File: config.mk
export PLATFORM = sky130hd
export DESIGN_NAME = array_list_insert_delete_search
export DESIGN_NICKNAME = d
export VERILOG_FILES = /design/src/alids_pkg.sv /design/src/alids_mem.sv /design/src/alids_ctrl.sv /design/src/array_list_insert_delete_search.sv
export SDC_FILE = /design/constraint.sdc
export NUM_CORES = 1
export LEC_CHECK = 0
export BUFFER_PORTS_ARGS = -buffer_cell sky130_fd_sc_hd__buf_2
export CAP_MARGIN = 20
export CORE_ASPECT_RATIO = 1.25
export CORE_MARGIN = 2
export CORE_UTILIZATION = 35
export CTS_CLUSTER_DIAMETER = 120
export DETAILED_ROUTE_END_ITERATION = 6
export PLACE_DENSITY_LB_ADDON = 0.05
export SLEW_MARGIN = 20
export SYNTH_ARGS = -nofsm -noshare
export SYNTH_HDL_FRONTEND = slang
export SYNTH_SLANG_ARGS = --single-unit
File: constraint.sdc
create_clock -name clk -period 6.5 [get_ports clk]
set_input_delay 0 -clock clk [delete_from_list [all_inputs] [get_ports clk]]
set_output_delay 0 -clock clk [all_outputs]
set_load 0.02 [all_outputs]
File: src/alids_pkg.sv
`timescale 1ns / 1ps
// Shared types and constants for the array list block.
// Holds opcode, status and controller state encodings; no dependencies.
package alids_pkg;

	// Default number of entries the list can hold.
	localparam int DEFAULT_CAPACITY = 32;

	localparam int DATA_W   = 32;
	localparam int FIELD6_W = 6;

	typedef enum logic [2:0] {
		OP_CLEAR  = 3'd0,
		OP_APPEND = 3'd1,
		OP_INSERT = 3'd2,
		OP_DELETE = 3'd3,
		OP_SEARCH = 3'd4,
		OP_DUMP   = 3'd5
	} opcode_t;

	typedef enum logic [1:0] {
		STAT_OK     = 2'd0,
		STAT_FULL   = 2'd1,
		STAT_BADPOS = 2'd2,
		STAT_EMPTY  = 2'd3
	} status_t;

	typedef enum logic [3:0] {
		S_IDLE,
		S_UP,
		S_UP_END,
		S_UP_PUT,
		S_DN,
		S_DN_END,
		S_SCAN,
		S_SCAN_END,
		S_FLUSH
	} state_t;

endpackage

File: src/alids_mem.sv
`timescale 1ns / 1ps
// Entry store of the array list: one write port and one read port.
// Read data is registered. Uses alids_pkg.
module alids_mem import alids_pkg::*; #(
	parameter int DEPTH = DEFAULT_CAPACITY
) (
	input  logic                             clk,
	input  logic                             we,
	input  logic [$clog2(DEPTH)-1:0]         waddr,
	input  logic [DATA_W-1:0]                wdata,
	input  logic                             re,
	input  logic [$clog2(DEPTH)-1:0]         raddr,
	output logic [DATA_W-1:0]                rdata
);

	logic [DATA_W-1:0] mem [DEPTH];

	always_ff @(posedge clk) begin
		if (we) begin
			mem[waddr] <= wdata;
		end
	end

	always_ff @(posedge clk) begin
		if (re) begin
			rdata <= mem[raddr];
		end
	end

endmodule

File: src/alids_ctrl.sv
`timescale 1ns / 1ps
// Sequencer of the array list: decodes commands, walks the entry store
// through a registered read pipeline and registers each result word. Uses alids_pkg.
module alids_ctrl import alids_pkg::*; #(
	parameter int CAPACITY = DEFAULT_CAPACITY
) (
	input  logic                         clk,
	input  logic                         arst_n,
	input  logic                         start,
	output logic                         busy,
	input  logic [2:0]                   opcode,
	input  logic [FIELD6_W-1:0]          position,
	input  logic signed [DATA_W-1:0]     value,
	output logic                         mem_we,
	output logic [$clog2(CAPACITY)-1:0]  mem_waddr,
	output logic [DATA_W-1:0]            mem_wdata,
	output logic                         mem_re,
	output logic [$clog2(CAPACITY)-1:0]  mem_raddr,
	input  logic [DATA_W-1:0]            mem_rdata,
	output logic                         strobe,
	output logic [1:0]                   status,
	output logic                         found,
	output logic [FIELD6_W-1:0]          where,
	output logic signed [DATA_W-1:0]     data,
	output logic [FIELD6_W-1:0]          count,
	output logic                         last
);

	localparam int AW = $clog2(CAPACITY);
	localparam int CW = $clog2(CAPACITY + 1);
	localparam int PW = ((CW > FIELD6_W) ? CW : FIELD6_W) + 1;

	state_t state_q, state_d;

	logic [CW-1:0]     used_q, used_d;
	opcode_t           op_q, op_d;
	logic [DATA_W-1:0] key_q, key_d;
	logic [AW-1:0]     k_q, k_d;
	logic [AW-1:0]     ptr_q, ptr_d;

	logic              rd_vld_s1, rd_vld_d;
	logic              rd_end_s1, rd_end_d;
	logic [AW-1:0]     rd_addr_s1;

	logic              pend_v_q, pend_v_d;
	logic [FIELD6_W-1:0] pend_where_q, pend_where_d;
	logic [DATA_W-1:0] pend_data_q, pend_data_d;

	logic              res_v;
	status_t           res_status;
	logic              res_found;
	logic [FIELD6_W-1:0] res_where;
	logic [DATA_W-1:0] res_data;
	logic              res_last;

	logic              strobe_q;
	status_t           status_q;
	logic              found_q;
	logic [FIELD6_W-1:0] where_q;
	logic [DATA_W-1:0] data_q;
	logic [FIELD6_W-1:0] count_q;
	logic              last_q;

	logic              accept;
	logic              full;
	logic              empty;
	logic [AW-1:0]     last_idx;
	logic [PW-1:0]     pos_x;
	logic [PW-1:0]     used_x;
	logic              ins_ok;
	logic              ins_at_end;
	logic              del_ok;
	logic              del_at_end;
	logic [FIELD6_W-1:0] rd_where;
	logic              key_hit;

	assign accept     = start && (state_q == S_IDLE);
	assign full       = (used_q == CW'(CAPACITY));
	assign empty      = (used_q == '0);
	assign last_idx   = AW'(used_q - CW'(1));
	assign pos_x      = PW'(position);
	assign used_x     = PW'(used_q);
	assign ins_ok     = (pos_x != '0) && (pos_x <= used_x + PW'(1));
	assign ins_at_end = (pos_x == used_x + PW'(1));
	assign del_ok     = (pos_x != '0) && (pos_x <= used_x);
	assign del_at_end = (pos_x == used_x);
	assign rd_where   = FIELD6_W'(CW'(rd_addr_s1) + CW'(1));
	assign key_hit    = (mem_rdata == key_q);

	// Next-state logic.
	always_comb begin
		state_d = state_q;
		case (state_q)
			S_IDLE: begin
				if (accept) begin
					case (opcode)
						OP_INSERT: begin
							if (!full && ins_ok && !ins_at_end) begin
								state_d = S_UP;
							end
						end
						OP_DELETE: begin
							if (!empty && del_ok && !del_at_end) begin
								state_d = S_DN;
							end
						end
						OP_SEARCH, OP_DUMP: begin
							if (!empty) begin
								state_d = S_SCAN;
							end
						end
						default: state_d = S_IDLE;
					endcase
				end
			end
			S_UP: begin
				if (ptr_q == k_q) begin
					state_d = S_UP_END;
				end
			end
			S_UP_END: state_d = S_UP_PUT;
			S_UP_PUT: state_d = S_IDLE;
			S_DN: begin
				if (ptr_q == last_idx) begin
					state_d = S_DN_END;
				end
			end
			S_DN_END: state_d = S_IDLE;
			S_SCAN: begin
				if (ptr_q == last_idx) begin
					state_d = S_SCAN_END;
				end
			end
			S_SCAN_END: state_d = (op_q == OP_SEARCH) ? S_FLUSH : S_IDLE;
			S_FLUSH: state_d = S_IDLE;
			default: state_d = S_IDLE;
		endcase
	end

	// Datapath, memory control and result generation.
	always_comb begin
		used_d       = used_q;
		op_d         = op_q;
		key_d        = key_q;
		k_d          = k_q;
		ptr_d        = ptr_q;
		rd_vld_d     = 1'b0;
		rd_end_d     = 1'b0;
		pend_v_d     = pend_v_q;
		pend_where_d = pend_where_q;
		pend_data_d  = pend_data_q;
		mem_we       = 1'b0;
		mem_waddr    = '0;
		mem_wdata    = '0;
		mem_re       = 1'b0;
		mem_raddr    = ptr_q;
		res_v        = 1'b0;
		res_status   = STAT_OK;
		res_found    = 1'b0;
		res_where    = '0;
		res_data     = '0;
		res_last     = 1'b1;

		// Words coming back from the read pipeline.
		if (rd_vld_s1) begin
			case (op_q)
				OP_INSERT: begin
					mem_we    = 1'b1;
					mem_waddr = rd_addr_s1 + AW'(1);
					mem_wdata = mem_rdata;
				end
				OP_DELETE: begin
					mem_we    = 1'b1;
					mem_waddr = rd_addr_s1 - AW'(1);
					mem_wdata = mem_rdata;
				end
				OP_DUMP: begin
					res_v     = 1'b1;
					res_where = rd_where;
					res_data  = mem_rdata;
					res_last  = rd_end_s1;
				end
				OP_SEARCH: begin
					if (key_hit) begin
						// A new match releases the one held back, which is not last.
						if (pend_v_q) begin
							res_v     = 1'b1;
							res_found = 1'b1;
							res_where = pend_where_q;
							res_data  = pend_data_q;
							res_last  = 1'b0;
						end
						pend_v_d     = 1'b1;
						pend_where_d = rd_where;
						pend_data_d  = mem_rdata;
					end
				end
				default: ;
			endcase
		end

		case (state_q)
			S_IDLE: begin
				if (accept) begin
					op_d     = opcode_t'(opcode);
					key_d    = value;
					k_d      = AW'(position - FIELD6_W'(1));
					pend_v_d = 1'b0;
					case (opcode)
						OP_CLEAR: begin
							used_d = '0;
							res_v  = 1'b1;
						end
						OP_APPEND: begin
							res_v = 1'b1;
							if (full) begin
								res_status = STAT_FULL;
							end else begin
								mem_we    = 1'b1;
								mem_waddr = AW'(used_q);
								mem_wdata = value;
								used_d    = used_q + CW'(1);
							end
						end
						OP_INSERT: begin
							if (full) begin
								res_v      = 1'b1;
								res_status = STAT_FULL;
							end else if (!ins_ok) begin
								res_v      = 1'b1;
								res_status = STAT_BADPOS;
							end else if (ins_at_end) begin
								res_v     = 1'b1;
								mem_we    = 1'b1;
								mem_waddr = AW'(used_q);
								mem_wdata = value;
								used_d    = used_q + CW'(1);
							end else begin
								ptr_d = last_idx;
							end
						end
						OP_DELETE: begin
							if (empty) begin
								res_v      = 1'b1;
								res_status = STAT_EMPTY;
							end else if (!del_ok) begin
								res_v      = 1'b1;
								res_status = STAT_BADPOS;
							end else if (del_at_end) begin
								res_v  = 1'b1;
								used_d = used_q - CW'(1);
							end else begin
								ptr_d = AW'(position);
							end
						end
						OP_SEARCH, OP_DUMP: begin
							if (empty) begin
								res_v      = 1'b1;
								res_status = STAT_EMPTY;
							end else begin
								ptr_d = '0;
							end
						end
						default: res_v = 1'b1;
					endcase
				end
			end
			S_UP: begin
				mem_re   = 1'b1;
				rd_vld_d = 1'b1;
				ptr_d    = ptr_q - AW'(1);
			end
			S_UP_PUT: begin
				mem_we    = 1'b1;
				mem_waddr = k_q;
				mem_wdata = key_q;
				used_d    = used_q + CW'(1);
				res_v     = 1'b1;
			end
			S_DN: begin
				mem_re   = 1'b1;
				rd_vld_d = 1'b1;
				ptr_d    = ptr_q + AW'(1);
			end
			S_DN_END: begin
				used_d = used_q - CW'(1);
				res_v  = 1'b1;
			end
			S_SCAN: begin
				mem_re   = 1'b1;
				rd_vld_d = 1'b1;
				rd_end_d = (ptr_q == last_idx);
				ptr_d    = ptr_q + AW'(1);
			end
			S_FLUSH: begin
				res_v = 1'b1;
				if (pend_v_q) begin
					res_found = 1'b1;
					res_where = pend_where_q;
					res_data  = pend_data_q;
				end
			end
			default: ;
		endcase
	end

	always_ff @(posedge clk or negedge arst_n) begin
		if (!arst_n) begin
			state_q   <= S_IDLE;
			used_q    <= '0;
			rd_vld_s1 <= 1'b0;
			pend_v_q  <= 1'b0;
			strobe_q  <= 1'b0;
		end else begin
			state_q   <= state_d;
			used_q    <= used_d;
			rd_vld_s1 <= rd_vld_d;
			pend_v_q  <= pend_v_d;
			strobe_q  <= res_v;
		end
	end

	always_ff @(posedge clk) begin
		op_q         <= op_d;
		key_q        <= key_d;
		k_q          <= k_d;
		ptr_q        <= ptr_d;
		rd_end_s1    <= rd_end_d;
		rd_addr_s1   <= ptr_q;
		pend_where_q <= pend_where_d;
		pend_data_q  <= pend_data_d;
		if (res_v) begin
			status_q <= res_status;
			found_q  <= res_found;
			where_q  <= res_where;
			data_q   <= res_data;
			count_q  <= FIELD6_W'(used_d);
			last_q   <= res_last;
		end
	end

	assign busy   = (state_q != S_IDLE);
	assign strobe = strobe_q;
	assign status = status_q;
	assign found  = found_q;
	assign where  = where_q;
	assign data   = data_q;
	assign count  = count_q;
	assign last   = last_q;

endmodule

File: src/array_list_insert_delete_search.sv
`timescale 1ns / 1ps
// Top level of the fixed-capacity array list.
// Instantiates alids_ctrl and alids_mem; uses alids_pkg.

// An ordered list of up to CAPACITY signed 32-bit entries kept in a
// synchronous memory with one read and one write port. A command is taken
// when start is high and busy is low; its result words then appear one per
// cycle at most, each marked by strobe for exactly one cycle, and the final
// word of the command has last set. The receiver cannot hold words off, so
// it must take every strobed word. Clear, append, unused opcodes and any
// rejected command (full list, bad position, empty list) leave busy low
// and strobe their single word in the next cycle. Insert at position p of
// a list with n entries moves the tail up one entry per cycle, last entry
// first, then writes the value at p; delete at p moves each later entry
// down one place; dump and search read every entry in turn. This pace is
// set by the single memory read port: every entry that moves or is
// inspected costs one read, followed by the registered read data and a
// closing write or flush step. A search holds each match back one step so
// that the last match can carry the last flag. The memory content is not
// cleared at reset; only entries below the count are ever read.
module array_list_insert_delete_search import alids_pkg::*; #(
	parameter int CAPACITY = DEFAULT_CAPACITY
) (
	input  logic                     clk,
	input  logic                     arst_n,
	input  logic                     start,
	output logic                     busy,
	input  logic [2:0]               opcode,
	input  logic [FIELD6_W-1:0]      position,
	input  logic signed [DATA_W-1:0] value,
	output logic                     strobe,
	output logic [1:0]               status,
	output logic                     found,
	output logic [FIELD6_W-1:0]      where,
	output logic signed [DATA_W-1:0] data,
	output logic [FIELD6_W-1:0]      count,
	output logic                     last
);

	localparam int AW = $clog2(CAPACITY);

	// Memory port signals between the sequencer and the entry store.
	logic              mem_we;
	logic [AW-1:0]     mem_waddr;
	logic [DATA_W-1:0] mem_wdata;
	logic              mem_re;
	logic [AW-1:0]     mem_raddr;
	logic [DATA_W-1:0] mem_rdata;

	alids_ctrl #(
		.CAPACITY(CAPACITY)
	) u_ctrl (
		.clk      (clk),
		.arst_n   (arst_n),
		.start    (start),
		.busy     (busy),
		.opcode   (opcode),
		.position (position),
		.value    (value),
		.mem_we   (mem_we),
		.mem_waddr(mem_waddr),
		.mem_wdata(mem_wdata),
		.mem_re   (mem_re),
		.mem_raddr(mem_raddr),
		.mem_rdata(mem_rdata),
		.strobe   (strobe),
		.status   (status),
		.found    (found),
		.where    (where),
		.data     (data),
		.count    (count),
		.last     (last)
	);

	// The entry store; its read data is registered and returns in the cycle after the address.
	alids_mem #(
		.DEPTH(CAPACITY)
	) u_mem (
		.clk  (clk),
		.we   (mem_we),
		.waddr(mem_waddr),
		.wdata(mem_wdata),
		.re   (mem_re),
		.raddr(mem_raddr),
		.rdata(mem_rdata)
	);

endmodule
==> results.ini <==
[sta]
worstMarginPinSlew_ns=1.12
relSlewSlack=0.251
setup_viol_count_final=0
hold_ws_ns=0.0440
fin_setup_tns_ns=0
fmax_ghz=0.191
skew_ns=0.0226
fin_crit_sh=0.804
rsz0062_at_grt=no
maxSlewViolCount=0
timing.final.hold_violations=0
period_needed_ns=5.23

[power]
p_sw_w=0.00949
seq_power_share=0.397
p_per_area_nw_per_um2=481
sw_frac_of_total=0.348
intPower_w=0.0177
p_clk_frac=0.266
finalPower_w=0.0272
ir_worst_vdd_uv=452
p_leak_nw=18.0
comb_power_share=0.338

[synth]
ys_ff_latch=1206
synth_ff_type=edfxtp_1
synth.distinct_cells=86
ys_seq_area_frac=0.748
syn_area_um2=48200
synth_edf_count=1187
async_flop_share=0.0108
yosysWarnings=0
syn_area_per_cell_um2=21.2
synth_nets=2338
netlist_instances=2271

[route]
first_pass_iters=5
dr.first_iter.drc_count=2075
avgViaCountPerCell=5.43
drt_wl_total_um=146000
post_drt_wl_per_cell_um=32.8
ant_nets=0
drcViolationCount=0
dr_total_vias=24300

[clocking]
clock_sinks=1206
cts_hold_buf=70
cts-root-buf=clkbuf_16
cts_made_buffers=131
clockBufferDepth=3
cts_resized=0
path_clk_slew_ns=0.06
tritoncts=done
clkLatencyLatePin_ns=0.76
cts_setup_buffers=0
h-tree-depth=4

[critical_path]
criticalPathCategory=reg2reg
worstPathRequired_ns=6.89
crit_path_end_kind=register
critical_path.max_stage_delay_ns=0.67
crit_arrival_ns=5.62
r2r_cells=12
start_kind=register
cp_slowest_cell=dfrtp_1
crit_chain=inv_1 -> ha_1 -> inv_1 -> ha_1 -> nand4_1 -> a211oi_1 -> a31oi_1 -> nor3_1 -> o21a_1 -> nand3_1 -> nor2_4 -> buf_4
worst-path-max-fanout=23

[final_layout]
nFillCells=12100
final-seq-area_um2=36100
multi_input_area_um2=12000
utilization=0.413
layout_common_cells=edfxtp_1, mux4_2, clkbuf_16, buf_2, buf_4
drive_gt1_frac=0.302
layout_commonest_cell=edfxtp_1
syn_to_final_growth_pct=17.3
fin_nets=2592

[placed_design]
numPortBuffers=93
hpwl_um=93100
gp_congestion=0.795

[global_routing]
overflow=0
grt_pass1_wl_um=205000
met2_usage=0.355
grt_util_all_layers=0.211
grt_busiest_layer=met2
grt_start_max_net_pins=111
grt_use_met1=0.292
first_global_vias=25300
grtUsageMet3=0.0282
antenna_found_initial=11

[floorplanning]
die-area_um2=141000
placementRows=152
ios=94
placeableCoreArea_um2=137000
start_util=0.352
dieWidth_um=336
dieHeight_um=419

[min_path]
hold_path_depth=2
hp-class=in2reg

[status]
status=complete, no violations

[run]
cap_violations=0

[through the flow]
| stage | cells | setup WS, ns | cell area [µm²] |
|---|---|---|---|
| detailed placement | 4166 | 1.30 | 51700 |
| global placement | 4165 | 1.29 | 51700 |
| global route | 4470 | 0.891 | 56600 |
| floorplan | 2271 | 1.72 | 48200 |
| CTS | 4466 | 1.27 | 56500 |
| finish | 4472 | 1.27 | 56600 |
[path summary, 6_finish.rpt]
| path | startpoint | end | slack, ns |
|---|---|---|---|
| setup / recovery | u_ctrl.used_q[0]$_DFF_PN0_ | u_mem.mem[8][30]$_DFFE_PP_ | 1.27 |
| hold / removal | value[13] | u_ctrl.key_q[13]$_DFFE_PP_ | 0.04 |
| setup reg to reg | u_ctrl.used_q[0]$_DFF_PN0_ | u_mem.mem[8][30]$_DFFE_PP_ | 1.27 |
| hold reg to reg | u_ctrl.pend_data_q[25]$_DFFE_PP_ | u_ctrl.data[25]$_DFFE_PP_ | 0.53 |
| max in group asynchronous | arst_n | u_ctrl.strobe$_DFF_PN0_ | 5.45 |
| min in group asynchronous | arst_n | u_ctrl.used_q[0]$_DFF_PN0_ | 0.46 |
[cell type report]
| type | instances | area share |
|---|---|---|
| well taps | 1848 | 0.0409 |
| clock buffers | 166 | 0.0621 |
| multi-input cells | 915 | 0.213 |
| clock inverters | 64 | 0.0102 |
| repair buffers | 247 | 0.0346 |
| diodes | 2 | 0.0000885 |
| flip-flops and latches | 1206 | 0.638 |
| inverters | 24 | 0.00159 |
[logic make-up (layout without fill, tap and decap cells)]
group           Yosys count  after routing  share of synthesized area
flops                  1206           1206                      0.748
compound gates          255            255                     0.0383
buf+inv                 150            501                     0.0135
other cells               0              2                          0
fa+ha+maj                23             23                    0.00612
simple gates            219            219                     0.0252
mux                     353            353                      0.157
xor+xnor                 65             65                     0.0118
[state kept, by name, indices dropped and copies added (netlist names)]
name                 flops
u_ctrl.last              1
u_ctrl.state_q           4
u_ctrl.pend_where_q      6
u_ctrl.pend_data_q      32
u_ctrl.k_q               5
u_ctrl.status            2
u_ctrl.used_q            6
u_ctrl.count             6
u_ctrl.strobe            1
u_ctrl.op_q              3
u_ctrl.pend_v_q          1
u_ctrl.rd_vld_s1         1
u_ctrl.rd_end_s1         1
u_ctrl.key_q            32
u_ctrl.where             6
u_ctrl.data             32
u_ctrl.mem_raddr         5
u_ctrl.found             1
u_ctrl.rd_addr_s1        5
u_mem.mem             1024
u_mem.rdata             32
[synthesized netlist by cell type (all sizes together) (7+ instances only)]
cell,count,share of area
mux2,32,0.0075
nand3,24,0.0032
xnor2,29,0.0053
dfrtp,13,0.0067
buf,62,0.0066
nor3,20,0.0023
nor2,64,0.0051
a22o,40,0.0073
a22oi,61,0.0095
nor4,13,0.0023
a211oi,10,0.0018
ha,22,0.0057
o31ai,9,0.0018
edfxtp,1187,0.74
a31oi,7,0.00091
mux4,320,0.15
o21ai,56,0.0059
a21oi,29,0.0031
nand2,39,0.0031
inv,21,0.0016
xor2,36,0.0065
and2,8,0.0010
clkbuf,64,0.0050
[power groups by stage]
stage / clock, W / sequential (W) / combinational, W
after detailed placement: 0 / 0.0110 / 0.00943
after CTS: 0.00744 / 0.0108 / 0.00950
final: 0.00724 / 0.0108 / 0.00920
after global placement: 0 / 0.0110 / 0.00941
after floorplan: 0 / 0.0109 / 0.00514
after global routing: 0.00770 / 0.0109 / 0.00978
[routing by layer]
layer  up-vias  wire, µm
met1     13400     64700
li1      10100         -
met5         -         0
met3       142      5810
met2       606     73600
met4         0      2370
[critical path, delay by kind of cell, from the launching register on]
family / cells / cell delay, ns
compound gates: 3 / 0.98
fa+ha+maj: 2 / 0.74
buf+inv: 3 / 0.78
flops: 1 / 0.67
simple gates: 4 / 1.63
Power figures use the tool's default switching activity.
